### config.mk
export PLATFORM = sky130hd
export DESIGN_NAME = rsa_block_encrypt_core
export DESIGN_NICKNAME = d
export VERILOG_FILES = /design/src/rbe_pkg.sv /design/src/rbe_digit_pack.sv /design/src/rbe_modmul.sv /design/src/rsa_block_encrypt_core.sv
export SDC_FILE = /design/constraint.sdc
export NUM_CORES = 1
export LEC_CHECK = 0
export BUFFER_PORTS_ARGS = -buffer_cell sky130_fd_sc_hd__buf_2
export CAP_MARGIN = 5
export CORE_ASPECT_RATIO = 0.75
export CORE_MARGIN = 2
export CORE_UTILIZATION = 63
export CTS_CLUSTER_DIAMETER = 40
export DETAILED_ROUTE_END_ITERATION = 10
export PLACE_DENSITY = 0.81
export SETUP_SLACK_MARGIN = 0.02
export SYNTH_ARGS = -nofsm -noshare
export SYNTH_HDL_FRONTEND = slang
export SYNTH_SLANG_ARGS = --single-unit
### constraint.sdc
create_clock -name clk_i -period 9.6 [get_ports clk_i]
set_input_delay 0.48 -clock clk_i [delete_from_list [all_inputs] [get_ports clk_i]]
set_output_delay 0.48 -clock clk_i [all_outputs]
set_load 0.05 [all_outputs]
### src/rbe_pkg.sv
// shared types, constants and codes of the rsa block encryption core
package rbe_pkg;

  localparam int MOD_WIDTH    = 32;
  localparam int EXP_WIDTH    = 32;
  localparam int CIPHER_WIDTH = 32;
  localparam int CHAR_WIDTH   = 8;
  localparam int DIGITS       = 4;
  localparam int CHAR_OFFSET  = 65;
  localparam int DIGIT_BASE   = 100;
  // largest packed block is 99999999, which needs 27 bits
  localparam int BLOCK_W      = 27;
  // multiplier operand carries either a packed block or a residue
  localparam int OP_W         = (MOD_WIDTH > BLOCK_W) ? MOD_WIDTH : BLOCK_W;
  localparam int CNT_W        = $clog2(OP_W);
  localparam int CFG_IDX_W    = 1;
  localparam int CFG_DATA_W   = 32;

  typedef enum logic [CFG_IDX_W-1:0] {
    REG_PUBLIC_EXPONENT = 1'b0,
    REG_MODULUS         = 1'b1
  } cfg_reg_e;

  typedef enum logic [2:0] {
    ST_IDLE,
    ST_LOAD,
    ST_REDUCE,
    ST_BIT,
    ST_MUL,
    ST_SQR,
    ST_OUT
  } seq_state_e;

  typedef struct packed {
    logic [CHAR_WIDTH-1:0] char_first;
    logic [CHAR_WIDTH-1:0] char_second;
    logic [CHAR_WIDTH-1:0] char_third;
    logic [CHAR_WIDTH-1:0] char_fourth;
  } in_item_t;

  typedef struct packed {
    logic [CIPHER_WIDTH-1:0] ciphertext;
    logic                    invalid_char;
  } out_item_t;

  // request to the shared modular multiplier
  typedef struct packed {
    logic                 start;
    logic [OP_W-1:0]      a;
    logic [MOD_WIDTH-1:0] b;
  } mm_req_t;

endpackage

### src/rbe_digit_pack.sv
// character check and base-100 packing of one four-character block
module rbe_digit_pack (
  input  rbe_pkg::in_item_t            item_i,
  output logic [rbe_pkg::BLOCK_W-1:0]  block_o,
  output logic                         invalid_o
);

  logic [rbe_pkg::CHAR_WIDTH-1:0] codes [rbe_pkg::DIGITS];

  assign codes[0] = item_i.char_first;
  assign codes[1] = item_i.char_second;
  assign codes[2] = item_i.char_third;
  assign codes[3] = item_i.char_fourth;

  always_comb begin
    logic [rbe_pkg::BLOCK_W-1:0]    blk;
    logic                           bad;
    logic [rbe_pkg::CHAR_WIDTH-1:0] digit;
    blk = '0;
    bad = 1'b0;
    for (int i = 0; i < rbe_pkg::DIGITS; i++) begin
      digit = codes[i] - rbe_pkg::CHAR_WIDTH'(rbe_pkg::CHAR_OFFSET);
      if ((codes[i] < rbe_pkg::CHAR_WIDTH'(rbe_pkg::CHAR_OFFSET)) ||
          (digit >= rbe_pkg::CHAR_WIDTH'(rbe_pkg::DIGIT_BASE))) begin
        bad = 1'b1;
      end
      // horner step, four narrow steps
      blk = rbe_pkg::BLOCK_W'(blk * rbe_pkg::BLOCK_W'(rbe_pkg::DIGIT_BASE))
          + rbe_pkg::BLOCK_W'(digit);
    end
    block_o   = blk;
    invalid_o = bad;
  end

endmodule

### src/rbe_modmul.sv
// bit-serial interleaved modular multiplier, one operand bit per cycle
module rbe_modmul (
  input  logic                            clk_i,
  input  logic                            rst_ni,
  input  rbe_pkg::mm_req_t                req_i,
  input  logic [rbe_pkg::MOD_WIDTH-1:0]   n_i,
  output logic                            done_o,
  output logic [rbe_pkg::MOD_WIDTH-1:0]   res_o
);

  localparam int W2 = rbe_pkg::MOD_WIDTH + 2;

  logic                          busy_q, busy_d;
  logic                          done_q, done_d;
  logic [rbe_pkg::CNT_W-1:0]     cnt_q, cnt_d;
  logic [rbe_pkg::OP_W-1:0]      a_q, a_d;
  logic [rbe_pkg::MOD_WIDTH-1:0] b_q, b_d;
  logic [rbe_pkg::MOD_WIDTH-1:0] n_q, n_d;
  logic [rbe_pkg::MOD_WIDTH-1:0] r_q, r_d;

  logic [W2-1:0] t0, t1, t2, n_ext;

  // r = 2r + bit*b, then at most two subtractions of n (b never exceeds n)
  always_comb begin
    n_ext = W2'(n_q);
    t0    = (W2'(r_q) << 1) + (a_q[rbe_pkg::OP_W-1] ? W2'(b_q) : '0);
    t1    = (t0 >= n_ext) ? t0 - n_ext : t0;
    t2    = (t1 >= n_ext) ? t1 - n_ext : t1;
  end

  always_comb begin
    busy_d = busy_q;
    done_d = 1'b0;
    cnt_d  = cnt_q;
    a_d    = a_q;
    b_d    = b_q;
    n_d    = n_q;
    r_d    = r_q;
    if (req_i.start) begin
      busy_d = 1'b1;
      cnt_d  = rbe_pkg::CNT_W'(rbe_pkg::OP_W - 1);
      a_d    = req_i.a;
      b_d    = req_i.b;
      n_d    = n_i;
      r_d    = '0;
    end else if (busy_q) begin
      r_d   = t2[rbe_pkg::MOD_WIDTH-1:0];
      a_d   = a_q << 1;
      cnt_d = cnt_q - 1'b1;
      if (cnt_q == '0) begin
        busy_d = 1'b0;
        done_d = 1'b1;
      end
    end
  end

  always_ff @(posedge clk_i or negedge rst_ni) begin
    if (!rst_ni) begin
      busy_q <= 1'b0;
      done_q <= 1'b0;
    end else begin
      busy_q <= busy_d;
      done_q <= done_d;
    end
  end

  always_ff @(posedge clk_i) begin
    cnt_q <= cnt_d;
    a_q   <= a_d;
    b_q   <= b_d;
    n_q   <= n_d;
    r_q   <= r_d;
  end

  assign done_o = done_q;
  assign res_o  = r_q;

  // a new product is only requested while the unit is free
  assert property (@(posedge clk_i) disable iff (!rst_ni) req_i.start |-> !busy_q)
    else $error("modmul started while busy");

  // a finished product is fully reduced
  assert property (@(posedge clk_i) disable iff (!rst_ni) done_q |-> (r_q < n_q))
    else $error("modmul result not reduced");

  // the running remainder stays below the modulus while working
  assert property (@(posedge clk_i) disable iff (!rst_ni)
    (busy_q && !$rose(busy_q)) |-> (r_q < n_q))
    else $error("modmul remainder out of range");

endmodule

### src/rsa_block_encrypt_core.sv
// top level of the rsa block encryption core: registers, sequencer, output stage
//
// Each input transaction carries four character codes; each code minus 65
// is a base-100 digit and the four digits are packed most significant first.
// The core returns one result transaction per input: the packed block raised
// to public_exponent modulo modulus, computed by right-to-left
// square-and-multiply. Any code outside 65..164 gives invalid_char = 1 and
// ciphertext 0; an exponent of zero gives ciphertext 1; a zero modulus with
// a nonzero exponent gives 0. All modular work runs on one bit-serial
// multiplier. For an exponent of bit length m with k one bits, an item takes
// one reduction, k multiplies and m - 1 squarings. The core takes no new
// item while one is in progress, but a finished result waits in the output
// register without blocking the next item. Configuration writes (index 0
// exponent, index 1 modulus) take effect at once and must only be issued
// while the core is idle.
module rsa_block_encrypt_core (
  input  logic                               clk_i,
  input  logic                               rst_ni,
  // configuration write port
  input  logic                               cfg_we_i,
  input  logic [rbe_pkg::CFG_IDX_W-1:0]      cfg_idx_i,
  input  logic [rbe_pkg::CFG_DATA_W-1:0]     cfg_wdata_i,
  // input transactions
  input  logic                               in_valid_i,
  output logic                               in_ready_o,
  input  rbe_pkg::in_item_t                  in_data_i,
  // result transactions
  output logic                               out_valid_o,
  input  logic                               out_ready_i,
  output rbe_pkg::out_item_t                 out_data_o
);

  // configuration registers
  logic [rbe_pkg::EXP_WIDTH-1:0] exponent_cfg_q;
  logic [rbe_pkg::MOD_WIDTH-1:0] modulus_cfg_q;

  // sequencer
  rbe_pkg::seq_state_e state_q, state_d;

  // working registers
  logic [rbe_pkg::BLOCK_W-1:0]      block_q;
  logic                             bad_q;
  logic [rbe_pkg::EXP_WIDTH-1:0]    exp_q;
  logic [rbe_pkg::MOD_WIDTH-1:0]    acc_q;
  logic [rbe_pkg::MOD_WIDTH-1:0]    sq_q;
  logic [rbe_pkg::CIPHER_WIDTH-1:0] res_q;

  // output stage
  logic               out_valid_q;
  rbe_pkg::out_item_t out_data_q;

  // packing and multiplier hookup
  logic [rbe_pkg::BLOCK_W-1:0]   pack_block;
  logic                          pack_bad;
  rbe_pkg::mm_req_t              mm_req;
  logic                          mm_done;
  logic [rbe_pkg::MOD_WIDTH-1:0] mm_res;

  logic in_fire;
  logic out_free;
  logic trivial;
  logic last_bit;

  assign in_fire  = in_valid_i && in_ready_o;
  assign out_free = !out_valid_q || out_ready_i;
  // results that need no arithmetic
  assign trivial  = bad_q || (exp_q == '0) || (modulus_cfg_q == '0);
  // no exponent bits left above the current one
  assign last_bit = (exp_q >> 1) == '0;

  rbe_digit_pack u_pack (
    .item_i    (in_data_i),
    .block_o   (pack_block),
    .invalid_o (pack_bad)
  );

  rbe_modmul u_modmul (
    .clk_i  (clk_i),
    .rst_ni (rst_ni),
    .req_i  (mm_req),
    .n_i    (modulus_cfg_q),
    .done_o (mm_done),
    .res_o  (mm_res)
  );

  // configuration writes
  always_ff @(posedge clk_i or negedge rst_ni) begin
    if (!rst_ni) begin
      exponent_cfg_q <= rbe_pkg::EXP_WIDTH'(1);
      modulus_cfg_q  <= rbe_pkg::MOD_WIDTH'(1);
    end else if (cfg_we_i) begin
      unique case (cfg_idx_i)
        rbe_pkg::REG_PUBLIC_EXPONENT: exponent_cfg_q <= cfg_wdata_i[rbe_pkg::EXP_WIDTH-1:0];
        rbe_pkg::REG_MODULUS:         modulus_cfg_q  <= cfg_wdata_i[rbe_pkg::MOD_WIDTH-1:0];
        default: ;
      endcase
    end
  end

  // next state
  always_comb begin
    state_d = state_q;
    unique case (state_q)
      rbe_pkg::ST_IDLE:   if (in_valid_i) state_d = rbe_pkg::ST_LOAD;
      rbe_pkg::ST_LOAD:   state_d = trivial ? rbe_pkg::ST_OUT : rbe_pkg::ST_REDUCE;
      rbe_pkg::ST_REDUCE: if (mm_done) state_d = rbe_pkg::ST_BIT;
      rbe_pkg::ST_BIT:    state_d = exp_q[0] ? rbe_pkg::ST_MUL : rbe_pkg::ST_SQR;
      rbe_pkg::ST_MUL: begin
        if (mm_done) state_d = last_bit ? rbe_pkg::ST_OUT : rbe_pkg::ST_SQR;
      end
      rbe_pkg::ST_SQR:    if (mm_done) state_d = rbe_pkg::ST_BIT;
      rbe_pkg::ST_OUT:    if (out_free) state_d = rbe_pkg::ST_IDLE;
      default:            state_d = rbe_pkg::ST_IDLE;
    endcase
  end

  // sequencer outputs: handshake and multiplier requests
  always_comb begin
    in_ready_o   = 1'b0;
    mm_req.start = 1'b0;
    mm_req.a     = rbe_pkg::OP_W'(sq_q);
    mm_req.b     = sq_q;
    unique case (state_q)
      rbe_pkg::ST_IDLE: in_ready_o = 1'b1;
      rbe_pkg::ST_LOAD: begin
        // block mod n as block * 1
        mm_req.start = !trivial;
        mm_req.a     = rbe_pkg::OP_W'(block_q);
        mm_req.b     = rbe_pkg::MOD_WIDTH'(1);
      end
      rbe_pkg::ST_BIT: begin
        mm_req.start = 1'b1;
        if (exp_q[0]) begin
          mm_req.a = rbe_pkg::OP_W'(acc_q);
        end
      end
      rbe_pkg::ST_MUL: mm_req.start = mm_done && !last_bit;
      default: ;
    endcase
  end

  // control registers
  always_ff @(posedge clk_i or negedge rst_ni) begin
    if (!rst_ni) begin
      state_q     <= rbe_pkg::ST_IDLE;
      out_valid_q <= 1'b0;
    end else begin
      state_q <= state_d;
      if (state_q == rbe_pkg::ST_OUT && out_free) begin
        out_valid_q <= 1'b1;
      end else if (out_ready_i) begin
        out_valid_q <= 1'b0;
      end
    end
  end

  // datapath registers
  always_ff @(posedge clk_i) begin
    if (in_fire) begin
      block_q <= pack_block;
      bad_q   <= pack_bad;
      exp_q   <= exponent_cfg_q;
    end
    unique case (state_q)
      rbe_pkg::ST_LOAD: begin
        res_q <= (!bad_q && exp_q == '0) ? rbe_pkg::CIPHER_WIDTH'(1) : '0;
      end
      rbe_pkg::ST_REDUCE: begin
        if (mm_done) begin
          sq_q  <= mm_res;
          acc_q <= rbe_pkg::MOD_WIDTH'(1);
        end
      end
      rbe_pkg::ST_MUL: begin
        if (mm_done) begin
          acc_q <= mm_res;
          res_q <= rbe_pkg::CIPHER_WIDTH'(mm_res);
        end
      end
      rbe_pkg::ST_SQR: begin
        if (mm_done) begin
          sq_q  <= mm_res;
          exp_q <= exp_q >> 1;
        end
      end
      rbe_pkg::ST_OUT: begin
        if (out_free) begin
          out_data_q.ciphertext   <= res_q;
          out_data_q.invalid_char <= bad_q;
        end
      end
      default: ;
    endcase
  end

  assign out_valid_o = out_valid_q;
  assign out_data_o  = out_data_q;

  // a multiply step is only issued with exponent bits left
  assert property (@(posedge clk_i) disable iff (!rst_ni)
    (state_q == rbe_pkg::ST_MUL) |-> (exp_q != '0))
    else $error("multiply step with empty exponent");

  // a waiting result stays offered and unchanged until taken
  assert property (@(posedge clk_i) disable iff (!rst_ni)
    (out_valid_o && !out_ready_i) |=> (out_valid_o && $stable(out_data_o)))
    else $error("waiting result dropped or changed");

  // no second input transaction while an item is in progress
  assert property (@(posedge clk_i) disable iff (!rst_ni)
    in_fire |=> !in_ready_o)
    else $error("input taken while busy");

endmodule

# Word level (Yosys, flattened, before mapping)
# Index checks and enable logic that the tools add are counted.
[word_totals]
wordCells = 122
out_inout_bits = 35
reg_bits = 392
[classes]
n_lt_le_gt_ge = 10
n_mul = 3
mux = 34
n_reduce_logical = 33
bitwise = 1
addsub = 11
n_eq_ne = 11
[ops]
columns = ["op", "n"]
rows = [
  ["$mux 32", 10],
  ["$pmux 32 s2", 3],
  ["$logic_not 32->1", 3],
  ["$add 27x8->27", 3],
  ["$ge 34x32->1", 2],
  ["$mul 27x5->25 const B", 2],
  ["$add 33x34->34", 1],
  ["$mux 34", 1],
  ["$sub 34x32->34", 1],
  ["$ge 8x7->1 const B", 4],
  ["$lt 8x7->1 const B", 4],
  ["$sub 32x32->32", 1],
  ["$sub 8x7->8 const B", 4],
  ["$pmux 3 s6", 1],
  ["$mux 3", 5],
  ["$mul 8x5->13 const B", 1],
  ["$mux 1", 12],
  ["$reduce_and 2->1", 5],
  ["$eq 3x3->1 const B", 3],
  ["$reduce_bool 2->1", 4],
  ["$logic_or 1x1->1", 7],
  ["$eq 3x2->1 const B", 2],
  ["$ne 2x1->1 const B", 3],
  ["$logic_not 5->1", 1],
  ["other kinds (13)", 20],
]

# Logic depth before layout (Yosys ltp)
[logic_depth]
word_depth = 7
ltp_mapped = 46

# Modules after synthesis
# From an unflattened synthesis, not the netlist that was laid out.
[unflattened]
cells_unflattened = 2665
hier_area_um2 = 27216.1
[by_module_without_submodules]
columns = ["module", "cells_each", "area_each_um2", "seq_area_each_um2", "n_inst"]
rows = [
  ["rbe_modmul", 1149, 10536.4, 3673.5, 1],
  ["rsa_block_encrypt_core", 724, 10194.8, 7059.3, 1],
  ["rbe_digit_pack", 792, 6485.0, 0.0, 1],
]

# Worst setup path after synthesis
# Ideal clock, no wire load.
[synth_path]
kind = "input port to flip-flop"
from = "in in_data_i[24] (netlist name)"
to = "reg block_q[26] (netlist name), data pin"
arrival_ns = 9.615
setup_ns = 0.268
stages = 42
path_slack_ns = -0.282
required_time_ns = 9.332
cell_sequence = "inv_1 > ha_1 > xor2_1 > ha_1 > ha_1 > ha_1 > inv_1 > fa_1 > inv_1 > ha_1 > a21oi_1 > nor2b_1 > xnor2_1 > inv_1 > ha_1 > ha_1 > inv_1 > fa_1 > [6 not listed] > nor4_1 > nand2_1 > xnor2_1 > ha_1 > ha_1 > inv_1 > fa_1 > inv_1 > ha_1 > clkbuf_1 > nand3_1 > a21oi_1 > or2_0 > or3_1 > nand4bb_1 > nor4_2 > xnor2_1 > xnor3_1"
[synth_via]
elab_chain_len = 7
[synth_lines]
columns = ["element", "line", "rtl"]
rows = [
  ["start, declared", "rsa_block_encrypt_core.sv:26", "input rbe_pkg::in_item_t in_data_i,"],
  ["$sub 8x7->8", "rbe_digit_pack.sv:22", "digit = codes[i] - rbe_pkg::CHAR_WIDTH'(rbe_pkg::CHAR_OFFSET);"],
  ["$mul 8x5->13", "rbe_digit_pack.sv:28", "blk = rbe_pkg::BLOCK_W'(blk * rbe_pkg::BLOCK_W'(rbe_pkg::DIGIT_BASE))"],
  ["$add 27x8->27", "rbe_digit_pack.sv:29", "+ rbe_pkg::BLOCK_W'(digit);"],
  ["$mul 27x5->25", "rbe_digit_pack.sv:28", ""],
  ["$add 27x8->27", "rbe_digit_pack.sv:29", ""],
  ["$mul 27x5->25", "rbe_digit_pack.sv:28", ""],
  ["$add 27x8->27", "rbe_digit_pack.sv:29", ""],
  ["via pack_block, one bit", "rsa_block_encrypt_core.sv:53", "logic [rbe_pkg::BLOCK_W-1:0] pack_block;"],
  ["end signal, assigned", "rsa_block_encrypt_core.sv:160", "block_q <= pack_block;"],
  ["end, declared", "rsa_block_encrypt_core.sv:41", "logic [rbe_pkg::BLOCK_W-1:0] block_q;"],
]
# The timed path passes the listed nets, and every way through them passes these cells.
# A chain may end at the register's enable or synchronous reset.

# Final worst setup path
# Same ends and word-level chain as after synthesis.

==> impl_metrics.tcl <==
set metrics [dict create \
    outcome "finished, final reports clean" \
    period_needed_ps 9276 \
    start_util_pct 63.65 \
    globalplace.congestion 0.9414 \
    clk_latency_ps 560 \
    core_area_um2 41970 \
    grt.total_usage_pct 30.13 \
    ys_top_cells_by_count "ha_1, edfxtp_1, a21oi_1" \
    use_met1_pct 45.87 \
    die_area_um2 44080 \
    cpPeakStageDelay_ps 550 \
    synth-edff-count 253 \
    cts_buffers 40 \
    ys_warn_count 0 \
    syn-cell-area_um2 26710 \
    drc 0 \
    ant_nets 0 \
    hold_class "primary input to asynchronous set/reset pin" \
    cpMostUsedCell "ha_1" \
    nFillCells 3011 \
    root_buffer "clkbuf_16" \
    synth.distinct_cells 97 \
    slew_headroom_pct 15.72 \
    avgRoutedWirePerCell_um 19.83 \
    portBuffers 104 \
    first_pass_iters 6 \
    synth_top_area_cell "edfxtp_1" \
    crit_buf_inv 11 \
    cp_top_family "adder cells" \
    finalClockSkew_ps 29.94 \
    row_count 65 \
    clk_pin_slew_ps 60 \
    setup_viol 0 \
    ys_seq_area_share_pct 40.18 \
    cts.htree.levels 2 \
    post-place-ws_ps -480.4 \
    fin_area_um2 30350 \
    diodes 0 \
    grt_busiest_layer "met1" \
    grt_use_met3_pct 4.632 \
    area_delta_synth_final_pct 13.62 \
    antenna_found_initial 1 \
    period_share_pct 96.62 \
    hold_viol 0 \
    timing.fmax_mhz 107.8 \
    drv_cap 0 \
    grt_max_degree 73 \
    dp_hpwl_um 50640 \
    synthTopCellsByArea "edfxtp_1, ha_1, dfrtp_1" \
    via_per_inst 6.154 \
    via_count 21003 \
    worstPathRequired_ps 9890 \
    yosysMostFrequentCell "ha_1" \
    drt_iter0_markers 1964 \
    drive_gt1_share_pct 16.98 \
    grt_pass1_wl_um 107900 \
    nets 3186 \
    synth_flop_cell "edfxtp_1" \
    synth-seq-cells 392 \
    wl_um 67680 \
    tightest_slew_ps 1264 \
    crit_type "primary input to register" \
    syn_avg_cell_area_um2 10.20 \
    gr-total-overflow 0 \
    cp-end-kind "register" \
    grt_pass1_vias 20440 \
    placed_area_um2 28680 \
    synth.top_cell.area_share_pct 28.44 \
    cts_sinks 392 \
    crit_arrival_ps 9560 \
    synth_async_sr_flop_share_pct 17.86 \
    cts_buffer_depth 3 \
    cts_tree "done" \
    worst_slack_ps 324.0 \
    cp-start-kind "primary input" \
    synth_nets 2991 \
    die_x_um 241.8 \
    critPathSlowestCell "fa_1" \
    synthCells 2619 \
    crit_fanout 5 \
    io-pin-count 105 \
    slew_viol_final 0 \
    grtUsageMet2_pct 45.59 \
    largest_reg_flops 33 \
    die_h_um 182.3 \
]
per-layer routing:
layer	wire length (um)	share of wire [%]	up-vias
met5	13	0.019	-
met1	31730	47	10137
met4	1186	1.8	2
li1	-	-	9921
met3	5277	7.8	107
met2	29470	44	836
logic make-up (layout without fill, tap and decap cells):
kind of cell	after synthesis	count (layout)	synth area share, %
XOR/XNOR	206	206	6.863
multiplexers	132	132	5.293
AO/OA/AOI/OAI	619	619	15.08
adder cells (fa/ha/maj)	302	302	15.24
flip-flops	392	392	40.18
buffers and inverters	270	495	3.912
AND/OR/NAND/NOR	698	698	13.43
through the flow:
stage | cells | utilization (%) | setup TNS (ps) | hold slack (ps)
4_1_cts | 3401 | 71.32 | 0 | 167.9
2_1_floorplan | 2619 | - | 0 | 184.4
3_3_place_gp | 3329 | 68.33 | -34.12 | 402.3
5_1_grt | 3413 | 72.31 | -139.9 | 170.9
3_5_place_dp | 3329 | 68.33 | -716.9 | 404.5
6_report | 3413 | 72.31 | 0 | 123.4
what timing repair did:
| action | 4_1_cts | 5_1_grt |
|---|---|---|
| endpoints found under the setup margin | 0 | 34 |
| buffers inserted | 0 | 11 |
| resized for setup | 0 | 53 |
| endpoints found under the hold margin | 0 | 0 |
| hold buffers | 0 | 0 |
worst reg2reg max path, delay by kind of cell (launching register included):
kind            cells  cell delay [ps]
flops               1              360
mux                 1              390
compound gates     19             4010
simple gates        8             1740
buf+inv             6             1030
fa+ha+maj           5             1470
final cells by class:
class                           instances  area, um2  share of cell area, %
Tap cell                              569      711.9                  2.346
Multi-Input combinational cell       1957      15330                  50.53
Inverter                              172      650.6                  2.144
Clock inverter                         20      188.9                 0.6226
Clock buffer                           52       1066                  3.513
Timing Repair Buffer                  251       1662                  5.475
Sequential cell                       392      10730                  35.37
cell usage in the layout (no fill, tap or decap), types with 10 or more instances in the layout:
cell,instances
and3_1,10
dfrtp_1,67
nand2b_1,25
xnor2_1,119
nor3_1,31
nand4_1,21
nor2_1,182
nand2_1,139
ha_1,256
o21a_1,18
o21ai_0,113
nand3b_1,10
nand3_1,35
o211ai_1,10
a31oi_1,19
dfxtp_1,69
nor2b_1,24
inv_1,168
xnor2_2,14
o221ai_1,29
xor2_1,68
mux2i_1,58
edfxtp_1,253
mux2_2,74
fa_1,39
and2_1,97
a21oi_1,199
a21o_1,59
o21ai_1,10
buf_4,144
or3_1,45
o31ai_1,16
a211oi_1,36
clkbuf_16,40
o21bai_1,14
buf_2,104
nor4_1,26
clkbuf_1,10
path summary, 6_finish.rpt:
| kind | from | end | slack (ps) | depth (start not counted) |
|---|---|---|---|---|
| max | in_data_i[24] | block_q[26] | 320 | 44 |
| min | rst_ni | out_valid_o | 120 | 2 |
| max reg2reg | u_modmul.a_q[31] | u_modmul.res_o[28] | 520 | 39 |
| min reg2reg | res_q[24] | out_data_o[25] | 420 | 0 |
| max in group asynchronous | rst_ni | modulus_cfg_q[23] | 8840 | 2 |
| min in group clk_i | cfg_wdata_i[13] | modulus_cfg_q[13] | 180 | 2 |
Power is not shown: default switching activity piles up to over one toggle a cycle in this logic, so the estimate is an artifact.
